**src/caled_pkg.sv**
```systemverilog
// Shared types and constants for the channel activity LED state block.
// No dependencies; every other file imports this package.
package caled_pkg;

	// Fixed field widths
	localparam int unsigned CH_W    = 4;
	localparam int unsigned TIME_W  = 32;
	localparam int unsigned LEVEL_W = 8;
	localparam int unsigned MASK_W  = 7;
	localparam int unsigned CFG_W   = 32;

	// Channel 5 may run as a DAC; it then uses enable bit 6 instead of bit 5
	localparam logic [CH_W-1:0] DAC_CHANNEL = 4'd5;
	localparam int unsigned DAC_EN_BIT = 6;
	localparam int unsigned CH5_EN_BIT = 5;

	// Register reset values
	localparam logic [MASK_W-1:0]  MASK_RST        = 7'd127;
	localparam logic [TIME_W-1:0]  HOLD_RST        = 32'd12000000;
	localparam logic [LEVEL_W-1:0] BRIGHT_LVL_RST  = 8'd255;
	localparam logic [LEVEL_W-1:0] ON_LVL_RST      = 8'd96;

	// Configuration register indexes
	typedef enum logic [1:0] {
		REG_ENABLE_MASK = 2'd0,
		REG_BRIGHT_HOLD = 2'd1,
		REG_BRIGHT_LVL  = 2'd2,
		REG_ON_LVL      = 2'd3
	} cfg_reg_t;

	// Per-channel LED mode
	typedef enum logic [1:0] {
		MODE_OFF    = 2'd0,
		MODE_ON     = 2'd1,
		MODE_BRIGHT = 2'd2,
		MODE_PERMA  = 2'd3
	} led_mode_t;

	// One captured scan
	typedef struct packed {
		logic [CH_W-1:0]   channel;
		logic              key_on;
		logic              key_on_pulse;
		logic              param_pulse;
		logic              fixed_on;
		logic              dac_mode;
		logic [TIME_W-1:0] now;
	} scan_t;

	// Configuration register set
	typedef struct packed {
		logic [MASK_W-1:0]  enable_mask;
		logic [TIME_W-1:0]  bright_hold;
		logic [LEVEL_W-1:0] bright_level;
		logic [LEVEL_W-1:0] on_level;
	} cfg_t;

	// Decision for one scan: state update and drive level
	typedef struct packed {
		logic               wr_mode;
		logic               restart;
		led_mode_t          mode;
		logic [LEVEL_W-1:0] level;
	} upd_t;

endpackage

```
**src/caled_scan_if.sv**
```systemverilog
// Scan channel: valid/ready handshake carrying one channel scan.
// Depends on caled_pkg for field widths.
interface caled_scan_if import caled_pkg::*; ();
	logic              valid;
	logic              ready;
	logic [CH_W-1:0]   channel;
	logic              key_on;
	logic              key_on_pulse;
	logic              param_pulse;
	logic              fixed_on;
	logic              dac_mode;
	logic [TIME_W-1:0] now;

	modport source (output valid, channel, key_on, key_on_pulse, param_pulse, fixed_on,
		dac_mode, now, input ready);
	modport sink (input valid, channel, key_on, key_on_pulse, param_pulse, fixed_on,
		dac_mode, now, output ready);
endinterface

```
**src/caled_level_if.sv**
```systemverilog
// Level channel: valid/ready handshake carrying one channel brightness.
// Depends on caled_pkg for field widths.
interface caled_level_if import caled_pkg::*; ();
	logic               valid;
	logic               ready;
	logic [CH_W-1:0]    channel_out;
	logic [LEVEL_W-1:0] brightness;

	modport source (output valid, channel_out, brightness, input ready);
	modport sink (input valid, channel_out, brightness, output ready);
endinterface

```
**src/channel_activity_led_state.sv**
```systemverilog
// Top level of the channel activity LED state block.
// Depends on caled_pkg, caled_scan_if, caled_level_if and caled_update.
//
// Usage:
//   scan  : sink channel, one scan of one sound channel per transfer.
//   level : source channel, one brightness per scan, in scan order.
//   cfg_we/cfg_index/cfg_data : register writes, taken at any clock edge
//           with cfg_we high; write only while no scan is in flight.
// Path: an accepted scan passes the input register, then the result
//   register, from which it is presented on level.
// Throughput: one scan per cycle while level takes results. Each
//   channel's mode and bright start time live in flip-flops; the scan in
//   the input register reads its channel's entry, decides, and writes it
//   back in the same cycle, so a scan of the same channel right behind
//   sees the updated entry.
// Stall: when level is not taken, the result holds; the input register
//   still fills, and scan.ready drops only when both stages are full.
// Reset: all channels off with zero start time, registers at defaults,
//   both stages empty.
module channel_activity_led_state import caled_pkg::*; #(
	parameter int unsigned NUM_CHANNELS = 10
) (
	input  logic               clk,
	input  logic               arst_n,
	caled_scan_if.sink         scan,
	caled_level_if.source      level,
	input  logic               cfg_we,
	input  cfg_reg_t           cfg_index,
	input  logic [CFG_W-1:0]   cfg_data
);

	localparam int unsigned IDX_W = $clog2(NUM_CHANNELS);

	cfg_t               cfg_q;
	scan_t              scan_s1;
	logic               valid_s1;
	logic               valid_s2;
	logic [CH_W-1:0]    channel_s2;
	logic [LEVEL_W-1:0] level_s2;
	led_mode_t          mode_q  [NUM_CHANNELS];
	logic [TIME_W-1:0]  start_q [NUM_CHANNELS];
	logic               adv_s1;
	logic               in_range;
	logic [IDX_W-1:0]   idx;
	upd_t               upd;

	// Configuration registers
	always_ff @(posedge clk or negedge arst_n) begin
		if (!arst_n) begin
			cfg_q.enable_mask  <= MASK_RST;
			cfg_q.bright_hold  <= HOLD_RST;
			cfg_q.bright_level <= BRIGHT_LVL_RST;
			cfg_q.on_level     <= ON_LVL_RST;
		end else if (cfg_we) begin
			unique case (cfg_index)
				REG_ENABLE_MASK: cfg_q.enable_mask  <= cfg_data[MASK_W-1:0];
				REG_BRIGHT_HOLD: cfg_q.bright_hold  <= cfg_data[TIME_W-1:0];
				REG_BRIGHT_LVL:  cfg_q.bright_level <= cfg_data[LEVEL_W-1:0];
				REG_ON_LVL:      cfg_q.on_level     <= cfg_data[LEVEL_W-1:0];
				default: ;
			endcase
		end
	end

	// Flow control
	assign adv_s1     = valid_s1 & (~valid_s2 | level.ready);
	assign scan.ready = ~valid_s1 | adv_s1;

	// Input register
	always_ff @(posedge clk or negedge arst_n) begin
		if (!arst_n) begin
			valid_s1 <= 1'b0;
		end else if (scan.ready) begin
			valid_s1 <= scan.valid;
		end
	end

	always_ff @(posedge clk) begin
		if (scan.valid && scan.ready) begin
			scan_s1.channel      <= scan.channel;
			scan_s1.key_on       <= scan.key_on;
			scan_s1.key_on_pulse <= scan.key_on_pulse;
			scan_s1.param_pulse  <= scan.param_pulse;
			scan_s1.fixed_on     <= scan.fixed_on;
			scan_s1.dac_mode     <= scan.dac_mode;
			scan_s1.now          <= scan.now;
		end
	end

	// Channel table lookup
	assign in_range = ({1'b0, scan_s1.channel} < (CH_W+1)'(NUM_CHANNELS));
	assign idx      = scan_s1.channel[IDX_W-1:0];

	caled_update u_update (
		.scan      (scan_s1),
		.in_range  (in_range),
		.cur_mode  (mode_q[idx]),
		.cur_start (start_q[idx]),
		.cfg       (cfg_q),
		.upd       (upd)
	);

	// Channel table write-back
	always_ff @(posedge clk or negedge arst_n) begin
		if (!arst_n) begin
			for (int i = 0; i < NUM_CHANNELS; i++) begin
				mode_q[i]  <= MODE_OFF;
				start_q[i] <= '0;
			end
		end else if (adv_s1) begin
			if (upd.wr_mode) begin
				mode_q[idx] <= upd.mode;
			end
			if (upd.restart) begin
				start_q[idx] <= scan_s1.now;
			end
		end
	end

	// Result register
	always_ff @(posedge clk or negedge arst_n) begin
		if (!arst_n) begin
			valid_s2 <= 1'b0;
		end else if (~valid_s2 | level.ready) begin
			valid_s2 <= valid_s1;
		end
	end

	always_ff @(posedge clk) begin
		if (adv_s1) begin
			channel_s2 <= scan_s1.channel;
			level_s2   <= upd.level;
		end
	end

	assign level.valid       = valid_s2;
	assign level.channel_out = channel_s2;
	assign level.brightness  = level_s2;

endmodule

```
**src/caled_update.sv**
```systemverilog
// Next-mode and brightness decision for one scan, purely combinational.
// Depends on caled_pkg.
module caled_update import caled_pkg::*; (
	input  scan_t              scan,
	input  logic               in_range,
	input  led_mode_t          cur_mode,
	input  logic [TIME_W-1:0]  cur_start,
	input  cfg_t               cfg,
	output upd_t               upd
);

	logic [TIME_W-1:0] elapsed;
	logic              expired;
	logic              restart;
	logic              enabled;
	led_mode_t         aged_mode;
	led_mode_t         next_mode;

	// Hold check uses wrapping difference
	assign elapsed = scan.now - cur_start;
	assign expired = (elapsed >= cfg.bright_hold);
	assign restart = scan.key_on_pulse | (scan.param_pulse & scan.key_on);

	// Mode update, in priority order
	always_comb begin
		aged_mode = cur_mode;
		if (cur_mode == MODE_BRIGHT && expired) begin
			aged_mode = MODE_ON;
		end
		priority if (restart) begin
			next_mode = MODE_BRIGHT;
		end else if (scan.fixed_on) begin
			next_mode = MODE_PERMA;
		end else if (!scan.key_on) begin
			next_mode = MODE_OFF;
		end else begin
			next_mode = aged_mode;
		end
		// DAC forces plain on for channel 5
		if (scan.channel == DAC_CHANNEL && scan.dac_mode) begin
			next_mode = MODE_ON;
		end
	end

	// Enable gating: 0-4 own bit, 5 bit 5 or 6, higher never gated
	always_comb begin
		if (scan.channel < DAC_CHANNEL) begin
			enabled = cfg.enable_mask[scan.channel[2:0]];
		end else if (scan.channel == DAC_CHANNEL) begin
			enabled = scan.dac_mode ? cfg.enable_mask[DAC_EN_BIT]
				: cfg.enable_mask[CH5_EN_BIT];
		end else begin
			enabled = 1'b1;
		end
	end

	// Brightness select
	always_comb begin
		upd.wr_mode = in_range;
		upd.restart = in_range & restart;
		upd.mode    = next_mode;
		upd.level   = '0;
		if (in_range && enabled) begin
			unique case (next_mode)
				MODE_BRIGHT, MODE_PERMA: upd.level = cfg.bright_level;
				MODE_ON:                 upd.level = cfg.on_level;
				default:                 upd.level = '0;
			endcase
		end
	end

endmodule

```
**src/flat_wrapper.sv**
```systemverilog
// flat-port wrapper written by rule: the top's interface ports become plain ports
module channel_activity_led_state_flat import caled_pkg::*;
#(
	parameter int unsigned NUM_CHANNELS = 10
)
  (clk, arst_n, cfg_we, cfg_index, cfg_data, scan_valid, scan_channel, scan_key_on, scan_key_on_pulse, scan_param_pulse, scan_fixed_on, scan_dac_mode, scan_now, scan_ready, level_valid, level_channel_out, level_brightness, level_ready);
  caled_scan_if scan_i ();
  caled_level_if level_i ();
  input  logic clk;
  input  logic arst_n;
  input  logic cfg_we;
  input  cfg_reg_t cfg_index;
  input  logic [CFG_W-1:0] cfg_data;
  input wire logic [$bits(scan_i.valid)-1:0] scan_valid;
  input wire logic [$bits(scan_i.channel)-1:0] scan_channel;
  input wire logic [$bits(scan_i.key_on)-1:0] scan_key_on;
  input wire logic [$bits(scan_i.key_on_pulse)-1:0] scan_key_on_pulse;
  input wire logic [$bits(scan_i.param_pulse)-1:0] scan_param_pulse;
  input wire logic [$bits(scan_i.fixed_on)-1:0] scan_fixed_on;
  input wire logic [$bits(scan_i.dac_mode)-1:0] scan_dac_mode;
  input wire logic [$bits(scan_i.now)-1:0] scan_now;
  output wire logic [$bits(scan_i.ready)-1:0] scan_ready;
  output wire logic [$bits(level_i.valid)-1:0] level_valid;
  output wire logic [$bits(level_i.channel_out)-1:0] level_channel_out;
  output wire logic [$bits(level_i.brightness)-1:0] level_brightness;
  input wire logic [$bits(level_i.ready)-1:0] level_ready;
  assign scan_i.valid = scan_valid;
  assign scan_i.channel = scan_channel;
  assign scan_i.key_on = scan_key_on;
  assign scan_i.key_on_pulse = scan_key_on_pulse;
  assign scan_i.param_pulse = scan_param_pulse;
  assign scan_i.fixed_on = scan_fixed_on;
  assign scan_i.dac_mode = scan_dac_mode;
  assign scan_i.now = scan_now;
  assign scan_ready = scan_i.ready;
  assign level_valid = level_i.valid;
  assign level_channel_out = level_i.channel_out;
  assign level_brightness = level_i.brightness;
  assign level_i.ready = level_ready;
  channel_activity_led_state #(.NUM_CHANNELS(NUM_CHANNELS)) u_core (.clk(clk), .arst_n(arst_n), .scan(scan_i), .level(level_i), .cfg_we(cfg_we), .cfg_index(cfg_index), .cfg_data(cfg_data));
endmodule
```
**config.mk**
```make
export PLATFORM = sky130hd
export DESIGN_NAME = channel_activity_led_state_flat
export DESIGN_NICKNAME = d
export VERILOG_FILES = /design/src/caled_pkg.sv /design/src/caled_scan_if.sv /design/src/caled_level_if.sv /design/src/channel_activity_led_state.sv /design/src/caled_update.sv /design/src/flat_wrapper.sv
export SDC_FILE = /design/constraint.sdc
export NUM_CORES = 1
export LEC_CHECK = 0
export BUFFER_PORTS_ARGS = -buffer_cell sky130_fd_sc_hd__buf_4
export CAP_MARGIN = 20
export CORE_ASPECT_RATIO = 0.75
export CORE_MARGIN = 4
export CORE_UTILIZATION = 45
export CTS_CLUSTER_SIZE = 25
export DETAILED_ROUTE_END_ITERATION = 16
export GPL_TIMING_DRIVEN = 0
export PLACE_DENSITY = 0.7
export SETUP_SLACK_MARGIN = 0.5
export SLEW_MARGIN = 30
export SYNTH_ARGS = -nofsm -noshare
export SYNTH_HDL_FRONTEND = slang
export SYNTH_SLANG_ARGS = --single-unit
```
**constraint.sdc**
```tcl
create_clock -name clk -period 8.2 [get_ports clk]
set_clock_uncertainty 0.05 [all_clocks]
set_input_delay 1.64 -clock clk [delete_from_list [all_inputs] [get_ports clk]]
set_output_delay 1.64 -clock clk [all_outputs]
set_load 0.02 [all_outputs]
```
==> impl_results.md, run 1 <==
* Layout cell share with drive strength beyond 1 at between 40% and 50%
* Post-route insts no fill at 2279
* Area grow syn2layout at 15.0%
* Placement Setup Slack at -121 ps
* Avg Inst Size Synth at 14.6 um^2
* Hold WS at around 410 ps
* Clock Tree Buf Depth at 3
* Share of the yosys chip area belonging to registers at 53.9%
* Ys Warns at 0
* Drt drc at 0
* I/O pin count at 94
* Max-slew violations at 0
* Arr. time, crit path at 7620 ps
* Syn_nets at between 1500 and 2000
* Synth unique cells at 65
* Vias after detailed routing at 13300
* Synth cell count leaders: mux2_2, dfrtp_1, mux4_2, ha_1, edfxtp_1
* Clock root buffer: clkbuf_16
* Largest area contributor in the netlist: dfrtp_1
* Post-DP HPWL at about 36000 um
* Max-Slew Margin vs Limit at 35.6%
* Critical path type: reg -> reg
* Worst IR Drop VDD at 0.000119 V
* Placed cells at 2192
* Antenna violations before repair at 1
* Max-cap viol count at 0
* Total grt overflow at 0
* Worst skew pair latency at 570 ps
* Area of the die at 51200 um^2
* Post-synth top flop: dfrtp_1
* Syn Inst Count at 1463
* Final hold vios at 0
* Sum Neg Setup Slack at 0 ps
* Initial detailed-routing violation count at 1171
* First-pass GRT wire length at 80300 um
* Endpoint class of the critical path: flip-flop
* Crit path required time at 8470 ps
* GR Util All Layers at 20.1%
* Die Y at around 200 um
* Pin count of the biggest net entering global routing at 86
* Startpoint Class: flip-flop
* Mapped Area at between 20000 and 25000 um^2
* Final setup vio count at 0
* Clock-pin transition on the worst setup and hold timing paths at 60 ps
* # H-tree levels at 2
* ANT cells at 0
* Num CTS Buffers at 45
* Largest cells by area after synthesis: dfrtp_1, mux2_2, edfxtp_1, mux4_2, ha_1
* Ys async rst share at 88.2%
* Drt wl/cell at 22.6 um
* DIE WIDTH at 260 um
* Slew @ Worst Pin at 966 ps
* Synth top area share at a little over two fifths
* Number of synthesized register bits at 450
* Vias per inst at 5.84
* Critical-path maximum fanout at 10
* Number of synthesized flops with an enable pin at 53
* HP Class: reg -> reg
* Input/output buffers at just over 90
* Max Freq at roughly 140 MHz
* Period Utilization, post-route at 89.6%
* Min Tclk post-route at 7350 ps
* Vias in the first global route at 13800
* Routed Wire Length at 51600 um
* TritonRoute pass-1 iters at 9
* Row Count at 68
* GPL Wtd Cong at 0.892
* Most numerous cell in the Yosys netlist: mux2_2
* Final Net Count at 1757
* PnR worst setup slack at 851 ps
* Core area at ~47000 um^2
* Pleak at 10.8 nW
* Cell area power density at 269 nW/um^2
* Clock sink count at 450
* TritonCTS clock tree: yes
* Outcome: finished clean
* Initial core utilization at 46.0%
* DRT antenna net count at 0
* RSZ-0062 raised after global routing: false
## metrics by stage
| stage | utilization [%] | area, um^2 | total power, mW |
|---|---|---|---|
| final | 53.0 | 24700 | 6.64 |
| after global routing | 53.0 | 24700 | 7.00 |
| after floorplan | - | 21400 | 4.12 |
| after global placement | 49.2 | 22900 | 4.49 |
| after CTS | 52.8 | 24600 | 6.67 |
| after detailed placement | 49.6 | 23100 | 4.59 |
## cells by family after synthesis
family	Yosys count	share of synthesized area (%)
buffers and inverters	116	2.41
XOR/XNOR	28	1.14
adder cells (fa/ha/maj)	65	3.83
AO/OA/AOI/OAI	179	6.21
multiplexers	489	29.2
AND/OR/NAND/NOR	136	3.22
flip-flops	450	53.9
## layout make-up
cell class | count | area [um^2]
multi-input cells | 897 | 9410
clock inverters | 22 | 243
clock buffers | 62 | 1230
plain buffers | 73 | 370
inverters | 43 | 161
fillers | 3875 | 21900
repair buffers | 102 | 886
well taps | 630 | 788
flip-flops and latches | 450 | 11600
## flip-flops by register name, summed over array words and instances (netlist names)
register and count:
u_core.cfg_q 55, u_core.idx 4, u_core.level.brightness 8, u_core.level.channel_out 4
u_core.level.valid 1, u_core.mode_q 20, u_core.scan_s1 37, u_core.start_q 320
u_core.valid_s1 1
## timing repair
item	4_1_cts	5_1_grt
endpoints found under the setup margin	28	28
endpoints found under the hold margin	0	0
hold buffers	0	0
resized for setup	6	16
pin swaps	1	2
buffers inserted	1	2
## routing by layer
metal	vias to the layer above	share of wire [%]	track usage, %
li1	5830	-	-
met2	382	45	31.1
met1	7000	46	29.7
met3	87	6.2	3.62
met4	0	2.3	4.89
met5	-	0	0
## placed cells by master (no fill, tap or decap), types with 6 or more instances in the layout
master,Yosys,final
mux2_2,416,416
clkbuf_16,0,46
xnor2_1,15,15
dfrtp_1,370,370
edfxtp_1,53,53
xor2_1,13,13
nand4_1,10,10
buf_2,25,25
ha_1,64,64
a21oi_1,41,41
dfstp_2,27,27
o21ai_0,23,23
nand2_1,37,37
nor3_1,8,7
a21o_1,21,21
nand2b_1,7,7
nand3_1,12,12
a32o_1,8,8
a222oi_1,30,30
clkbuf_2,0,7
mux4_2,68,68
clkbuf_1,33,40
inv_1,42,42
buf_4,7,102
a211oi_1,6,6
o31ai_1,13,12
o21a_1,6,6
clkinv_2,0,7
nor2_1,29,29
## path summary, 6_finish.rpt
| kind | cells after the start | to | slack [ps] | start |
|---|---|---|---|---|
| max | 24 | u_core.level.brightness[3]$_SDFFCE_PN0P_ | 850 | u_core.idx[1]$_DFFE_PP_ |
| min | 0 | u_core.level.channel_out[3]$_DFFE_PP_ | 410 | u_core.idx[3]$_DFFE_PP_ |
| max reg2reg | 24 | u_core.level.brightness[3]$_SDFFCE_PN0P_ | 850 | u_core.idx[1]$_DFFE_PP_ |
| min reg2reg | 0 | u_core.level.channel_out[3]$_DFFE_PP_ | 410 | u_core.idx[3]$_DFFE_PP_ |
| max in group asynchronous | 3 | u_core.start_q[148]$_DFFE_PN0P_ | 6090 | arst_n |
| min in group asynchronous | 1 | u_core.cfg_q[1]$_DFFE_PN0P_ | 880 | arst_n |
## worst max-delay path, cell delays in order (launching register included)
cell       delay, ps
edfxtp_1         510
clkbuf_2         340
buf_2            350
clkbuf_2         430
mux4_2           430
mux2_2           310
a222oi_1         280
buf_4            180
ha_1             250
a21oi_1          180
nor3b_1          280
a21oi_1          190
or4_1            590
a21o_1           210
a21o_1           180
xor2_1           150
ha_1             300
a21oi_1          140
o21ai_0          200
a221oi_1         460
o21ai_0          220
a211oi_2         380
a2111oi_4         80
buf_4            190
a32o_1           220
## where the power goes
| part | switching [mW] | internal [mW] | leakage, nW | total (mW) |
|---|---|---|---|---|
| sequential | 0.270 | 2.77 | 5.50 | 3.04 |
| combinational | 0.692 | 0.847 | 4.55 | 1.54 |
| clock | 0.879 | 1.19 | 0.711 | 2.06 |
Power figures use the tool's default switching activity.
==> inputs of run 2 (changes only) <==
- RECOVER_POWER: unset -> 50
==> run 2 against run 1 <==
Against the previous run:
- the flow now finishes with violations (max-capacitance violations, max-slew violations)
- global-route usage is the same
- fmax grew 0.29%
- non-clock buffer count is the same
- critical path depth is the same
- die area is the same
- core utilization shrank 0.15 points
- wire length shrank 0.51%
- cell area shrank 0.27%
- clock power is essentially flat
- power shrank 0.13%
- clock-buffer cell count is the same
- critical path type unchanged
- critical endpoint unchanged
==> impl_results.md, run 2 (same netlist as run 1, synthesis figures left out) <==
* Max-slew violations at 178
* Area grow syn2layout at 14.7%
* Pleak at 10.7 nW
* Row Count at 68
* Period Utilization, post-route at about nine tenths
* Final Net Count at 1757
* Final setup vio count at 0
* Failing checks: max-capacitance violations, max-slew violations
* Filler cells at 3887
* First-pass GRT wire length at 80300 um
* Most frequent standard cell in the layout excluding fill and tap cells: mux2_2
* Initial core utilization at about 46%
* Layout cell share with drive strength beyond 1 at 44.5%
* Top flop regs: u_core.start_q (320), u_core.cfg_q (55), u_core.scan_s1 (37)
* Antenna violations before repair at 1
* Crit path required time at 8470 ps
* Commonest non-fill, non-tap cells in the layout: mux2_2, dfrtp_1, mux4_2
* Drt drc at 0
* Multi-input gate area at 9400 um^2
* I/O pin count at 94
* Min Tclk post-route at approximately 7300 ps
* Worst IR Drop VDD at 0.000118 V
* Endpoint class of the critical path: flip-flop
* Total grt overflow at 0
* Post-DP HPWL at approximately 36000 um
* # H-tree levels at 2
* GPL Wtd Cong at 0.892
* Startpoint Class: flip-flop
* Int Pwr at 4.80 mW
* Vias per inst at 5.82
* Sum Neg Setup Slack at 0 ps
* ANT cells at 0
* Switching pwr at 1.84 mW
* Clk network pwr share at 31.1%
* DIE WIDTH at roughly 260 um
* Hold WS at 414 ps
* Critical-path maximum fanout at 10
* Final hold vios at 0
* Cell area power density at 270 nW/um^2
* Critical path type: reg -> reg
* Slew @ Worst Pin at 4120 ps
* Routed Wire Length at 51300 um
* Outcome: complete, but fails checks
* FF+latch area at 11600 um^2
* Drt wl/cell at between 20 and 25 um
* TritonRoute pass-1 iters at 8
* Core area at 46500 um^2
* RSZ-0062 raised after global routing: false
* Combinational Power Share at a little under a quarter
* Clock root buffer: clkbuf_16
* Post-layout util at 52.8%
* Area of the die at 51200 um^2
* Max-cap viol count at 3
* Placed cells at 2192
* Max-Slew Margin vs Limit at -175%
* Worst skew pair latency at approximately 580 ps
* Max Freq at 136 MHz
* Sw Ratio at 27.7%
* Max reg flops at 320
* TritonCTS clock tree: yes
* Largest Register: u_core.start_q
* Arr. time, crit path at 7590 ps
* DRT antenna net count at 0
* Pin count of the biggest net entering global routing at 86
* Flop pwr share at 45.8%
* Num CTS Buffers at 45
* Hold_buf cts at 0
* Clock sink count at 450
* Vias after detailed routing at between 10000 and 15000
* Post-route insts no fill at 2279
* HP Class: reg -> reg
* Initial detailed-routing violation count at 1125
* Die Y at about 200 um
* Vias in the first global route at 13800
* Clock-pin transition on the worst setup and hold timing paths at approximately 60 ps
* Input/output buffers at 93
* Clock Tree Buf Depth at 3
* GR Util All Layers at 20.1%
[run 2: timing repair]
action | 4_1_cts | 5_1_grt
pin swaps | 1 | 2
buffers inserted | 1 | 2
gates resized for setup | 6 | 16
endpoints found under the hold margin | 0 | 0
setup endpoints to repair | 28 | 28
[run 2: final timing paths]
| check | cells past startpoint | slack (ps) | from | endpoint |
|---|---|---|---|---|
| setup / recovery | 24 | 870 | u_core.idx[1]$_DFFE_PP_ | u_core.level.brightness[3]$_SDFFCE_PN0P_ |
| hold / removal | 0 | 410 | u_core.idx[3]$_DFFE_PP_ | u_core.level.channel_out[3]$_DFFE_PP_ |
| setup reg to reg | 24 | 870 | u_core.idx[1]$_DFFE_PP_ | u_core.level.brightness[3]$_SDFFCE_PN0P_ |
| hold reg to reg | 0 | 410 | u_core.idx[3]$_DFFE_PP_ | u_core.level.channel_out[3]$_DFFE_PP_ |
| max in group asynchronous | 2 | 1650 | arst_n | u_core.start_q[207]$_DFFE_PN0P_ |
| min in group asynchronous | 1 | 1470 | arst_n | u_core.cfg_q[1]$_DFFE_PN0P_ |
[run 2: worst max-delay path, cell delays in order (launching register included)]
cell	delay [ps]
edfxtp_1	500
clkbuf_2	350
buf_2	360
clkbuf_2	430
mux4_2	430
mux2_2	310
a222oi_1	280
buf_4	180
ha_1	250
a21oi_1	190
nor3b_1	280
a21oi_1	190
or4_1	580
a21o_1	210
a21o_1	180
xor2_1	150
ha_1	300
a21oi_1	140
o21ai_0	200
a221oi_1	440
o21ai_0	220
a211oi_2	380
a2111oi_4	70
buf_4	190
a32o_1	220
[run 2: per-stage QoR]
step,power [mW],cell area [um^2],worst slack [ps]
floorplan,4.12,21400,2170
global placement,4.49,22900,82.1
detailed placement,4.59,23100,-121
CTS,6.67,24600,519
global route,6.99,24600,479
finish,6.63,24600,873
[run 2: routing by layer]
metal  vias to the layer above  global-route usage (%)  part of all wire [%]
met2                       384                    31.1                    45
met4                         0                    4.89                   2.2
met5                         -                       0                     0
met3                        75                    3.62                   5.9
li1                       5832                       -                     -
met1                      6971                    29.7                    47
[run 2: layout make-up]
class / count / area share (%)
Tap cell: 630 / 3.21
Buffer: 73 / 1.51
Inverter: 43 / 0.657
Clock buffer: 62 / 5.01
Multi-Input combinational cell: 897 / 38.3
Sequential cell: 450 / 47.0
Timing Repair Buffer: 102 / 3.36
Clock inverter: 22 / 0.987
[run 2: power groups by stage]
stage	Sequential [mW]	Clock, mW	Combinational (mW)
after global routing	3.09	2.20	1.70
after global placement	3.04	0	1.46
final	3.04	2.06	1.53
after CTS	3.03	2.11	1.53
after floorplan	2.98	0	1.14
after detailed placement	3.07	0	1.52
==> inputs of run 3 (changes only) <==
- ABC_AREA: unset -> 1
==> run 3 against run 2 <==
Against the previous run:
- the flow still finishes with violations (max-capacitance violations, max-slew violations)
- largest power group unchanged
- first-iteration DRC count grew 100%
- cell area fell by 4.2%
- fmax grew 0.72%
==> impl_results.md, run 3 <==
* CP most frequent cell: nand2_1
* Area of the die at a little under 50000 um^2
* Number of synthesized flops with an enable pin at 53
* Final setup vio count at 0
* Core area at ~45000 um^2
* Max-Slew Margin vs Limit at -151%
* DRT antenna net count at 0
* Syn Inst Count at roughly 2200
* Synth top area share at about 45%
* Avg Inst Size Synth at 9.32 um^2
* Max Freq at 137 MHz
* Post-DP HPWL at 44400 um
* Drt wl/cell at 20.7 um
* Area grow syn2layout at 14.8%
* Cell area power density at 278 nW/um^2
* Ys Warns at 0
* Reg2reg path depth at 30
* Failing checks: max-capacitance violations, max-slew violations
* CP peak stage delay at 750 ps
* Mapped Area at about 21000 um^2
* Most frequent standard cell in the layout excluding fill and tap cells: nand2_1
* Drt drc at 0
* Min Tclk post-route at 7280 ps
* Post-CTS setup buffers at 0
* Clock-pin transition on the worst setup and hold timing paths at 60 ps
* Endpoint class of the critical path: flip-flop
* Hold_buf cts at 0
* Critical-path maximum fanout at 10
* Filler cells at 3954
* Most numerous cell in the Yosys netlist: nand2_1
* TritonRoute pass-1 iters at 6
* Worst flop-to-flop path endpoint: u_core.level.brightness[6]$_SDFFCE_PN0P_
* Critical-path top delay cell: clkbuf_1
* R2R Path Start: u_core.idx[0]$_DFFE_PP_
* Final hold vios at 0
* Commonest non-fill, non-tap cells in the layout: nand2_1, o21ai_0, dfrtp_1
* Cell Area, Placed at 22100 um^2
* Fin area at approximately 24000 um^2
* Slew @ Worst Pin at 3760 ps
* Largest cells by area after synthesis: dfrtp_1, o21ai_0, nand2_1, edfxtp_1, a22oi_1
* Number of synthesized register bits at 450
* Hold path cells at 2
* First-pass GRT wire length at 97200 um
* Final Net Count at ~2500
* Worst Hold Launch: u_core.start_q[89]$_DFFE_PN0P_
* Max-slew violations at 227
* Pin count of the biggest net entering global routing at 84
* GR Util All Layers at approximately 25%
* TritonCTS clock tree: yes
* Post-cts sizing count at 0
* RSZ-0062 raised after global routing: false
* Synth unique cells at 47
* Vias per inst at 5.89
* Largest area contributor in the netlist: dfrtp_1
* Ys async rst share at between 80% and 90%
* Worst hold path endpoint: u_core.start_q[89]$_DFFE_PN0P_
* Initial core utilization at 45.8%
* Clock root buffer: clkbuf_16
* Syn_nets at 2347
* Critical path type: reg -> reg
* Multi-input gate area at ~8000 um^2
* Die Y at 193 um
* Vias in the first global route at 17000
* Largest Register: u_core.start_q
* Clock Tree Buf Depth at 3
* I/O pin count at 94
* Vias after detailed routing at 17500
* Worst skew pair latency at 590 ps
* Share of the yosys chip area belonging to registers at 56.3%
* DIE WIDTH at between 200 and 300 um
* Outcome: complete, but fails checks
* Max-cap viol count at 4
* FF+latch area at 11600 um^2
* # H-tree levels at 2
* Antenna violations before repair at 0
* Top flop regs: u_core.start_q (320), u_core.cfg_q (55), u_core.scan_s1 (37)
* Period Utilization, post-route at between 80% and 90%
* Routed Wire Length at 61600 um
* Startpoint Class: flip-flop
* Max reg flops at 320
* Post-synth top flop: dfrtp_1
* Num CTS Buffers at 46
* Arr. time, crit path at 7550 ps
* Input/output buffers at 93
* Total grt overflow at 0
* Initial detailed-routing violation count at ~2300
* Sum Neg Setup Slack at 0 ps
* GPL Wtd Cong at 0.936
* Synth cell count leaders: nand2_1, dfrtp_1, o21ai_0, a21oi_1
* R2R setup slack at 920 ps
* Worst IR Drop VDD at 0.000148 V
* Row Count at 67
* Crit path required time at 8470 ps
* Clock sink count at 450
* Pleak at between 10 and 15 nW
* HP Class: reg -> reg
* Layout cell share with drive strength beyond 1 at under 10%
-- run 3: cell families after synthesis --
family / after synthesis / synth area share (%)
AOI/OAI and AO/OA: 727 / 20.4
and+or+nand+nor: 683 / 13.4
DFF: 450 / 56.3
buffers and inverters: 248 / 4.65
adders and majority gates: 65 / 4.00
xor gates and xnor gates: 29 / 1.24
-- run 3: worst max-delay path: cells and delay by family, from the launching register on --
family,cells,cell delay [ps]
buffers and inverters,4,1470
AO/OA/AOI/OAI,10,2270
AND/OR/NAND/NOR,13,1650
adder cells (fa/ha/maj),2,710
XOR/XNOR,1,340
flip-flops,1,490
-- run 3: per-layer routing --
layer / track usage, % / up-vias / routed length, um
li1: - / 7871 / -
met1: 38.3 / 8643 / 27700
met2: 37.0 / 879 / 26200
met3: 5.19 / 126 / 6140
met4: 6.90 / 0 / 1610
met5: 0 / - / 0
-- run 3: worst max-delay path by stage --
stage	start	endpoint	slack (ps)
final	u_core.idx[0]$_DFFE_PP_	u_core.level.brightness[6]$_SDFFCE_PN0P_	920
after global routing	arst_n	u_core.start_q[110]$_DFFE_PN0P_	420
after CTS	u_core.idx[0]$_DFFE_PP_	u_core.level.brightness[6]$_SDFFCE_PN0P_	1050
after floorplan	u_core.idx[1]$_DFFE_PP_	u_core.level.brightness[0]$_SDFFCE_PN0P_	3310
after global placement	u_core.idx[0]$_DFFE_PP_	u_core.level.brightness[3]$_SDFFCE_PN0P_	1150
after detailed placement	u_core.idx[0]$_DFFE_PP_	u_core.level.brightness[6]$_SDFFCE_PN0P_	1110
-- run 3: layout make-up --
cell class                      count  share of cell area, %
Timing Repair Buffer               98                   3.29
Tap cell                          586                   3.11
Buffer                            113                   1.92
Inverter                          135                   2.16
Antenna cell                        1                 0.0106
Multi-Input combinational cell   1504                   34.0
Clock inverter                     17                  0.903
Sequential cell                   450                   49.1
Clock buffer                       68                   5.53
-- run 3: metrics by stage --
step / util, % / hold slack, ps / power, mW / worst slack [ps] / std cells
detailed placement: 49.3 / 422 / 4.43 / 1110 / 2886
finish: 52.5 / 436 / 6.55 / 925 / 2972
global placement: 48.9 / 416 / 4.35 / 1150 / 2881
CTS: 52.7 / 437 / 6.55 / 1050 / 2971
global route: 52.5 / 449 / 6.91 / 425 / 2971
floorplan: - / 401 / 3.94 / 3310 / 2202
-- run 3: where the power goes --
part | switching [mW] | internal, mW
combinational | 0.857 | 0.521
sequential | 0.283 | 2.77
clock | 0.905 | 1.21
total | 2.04 | 4.50
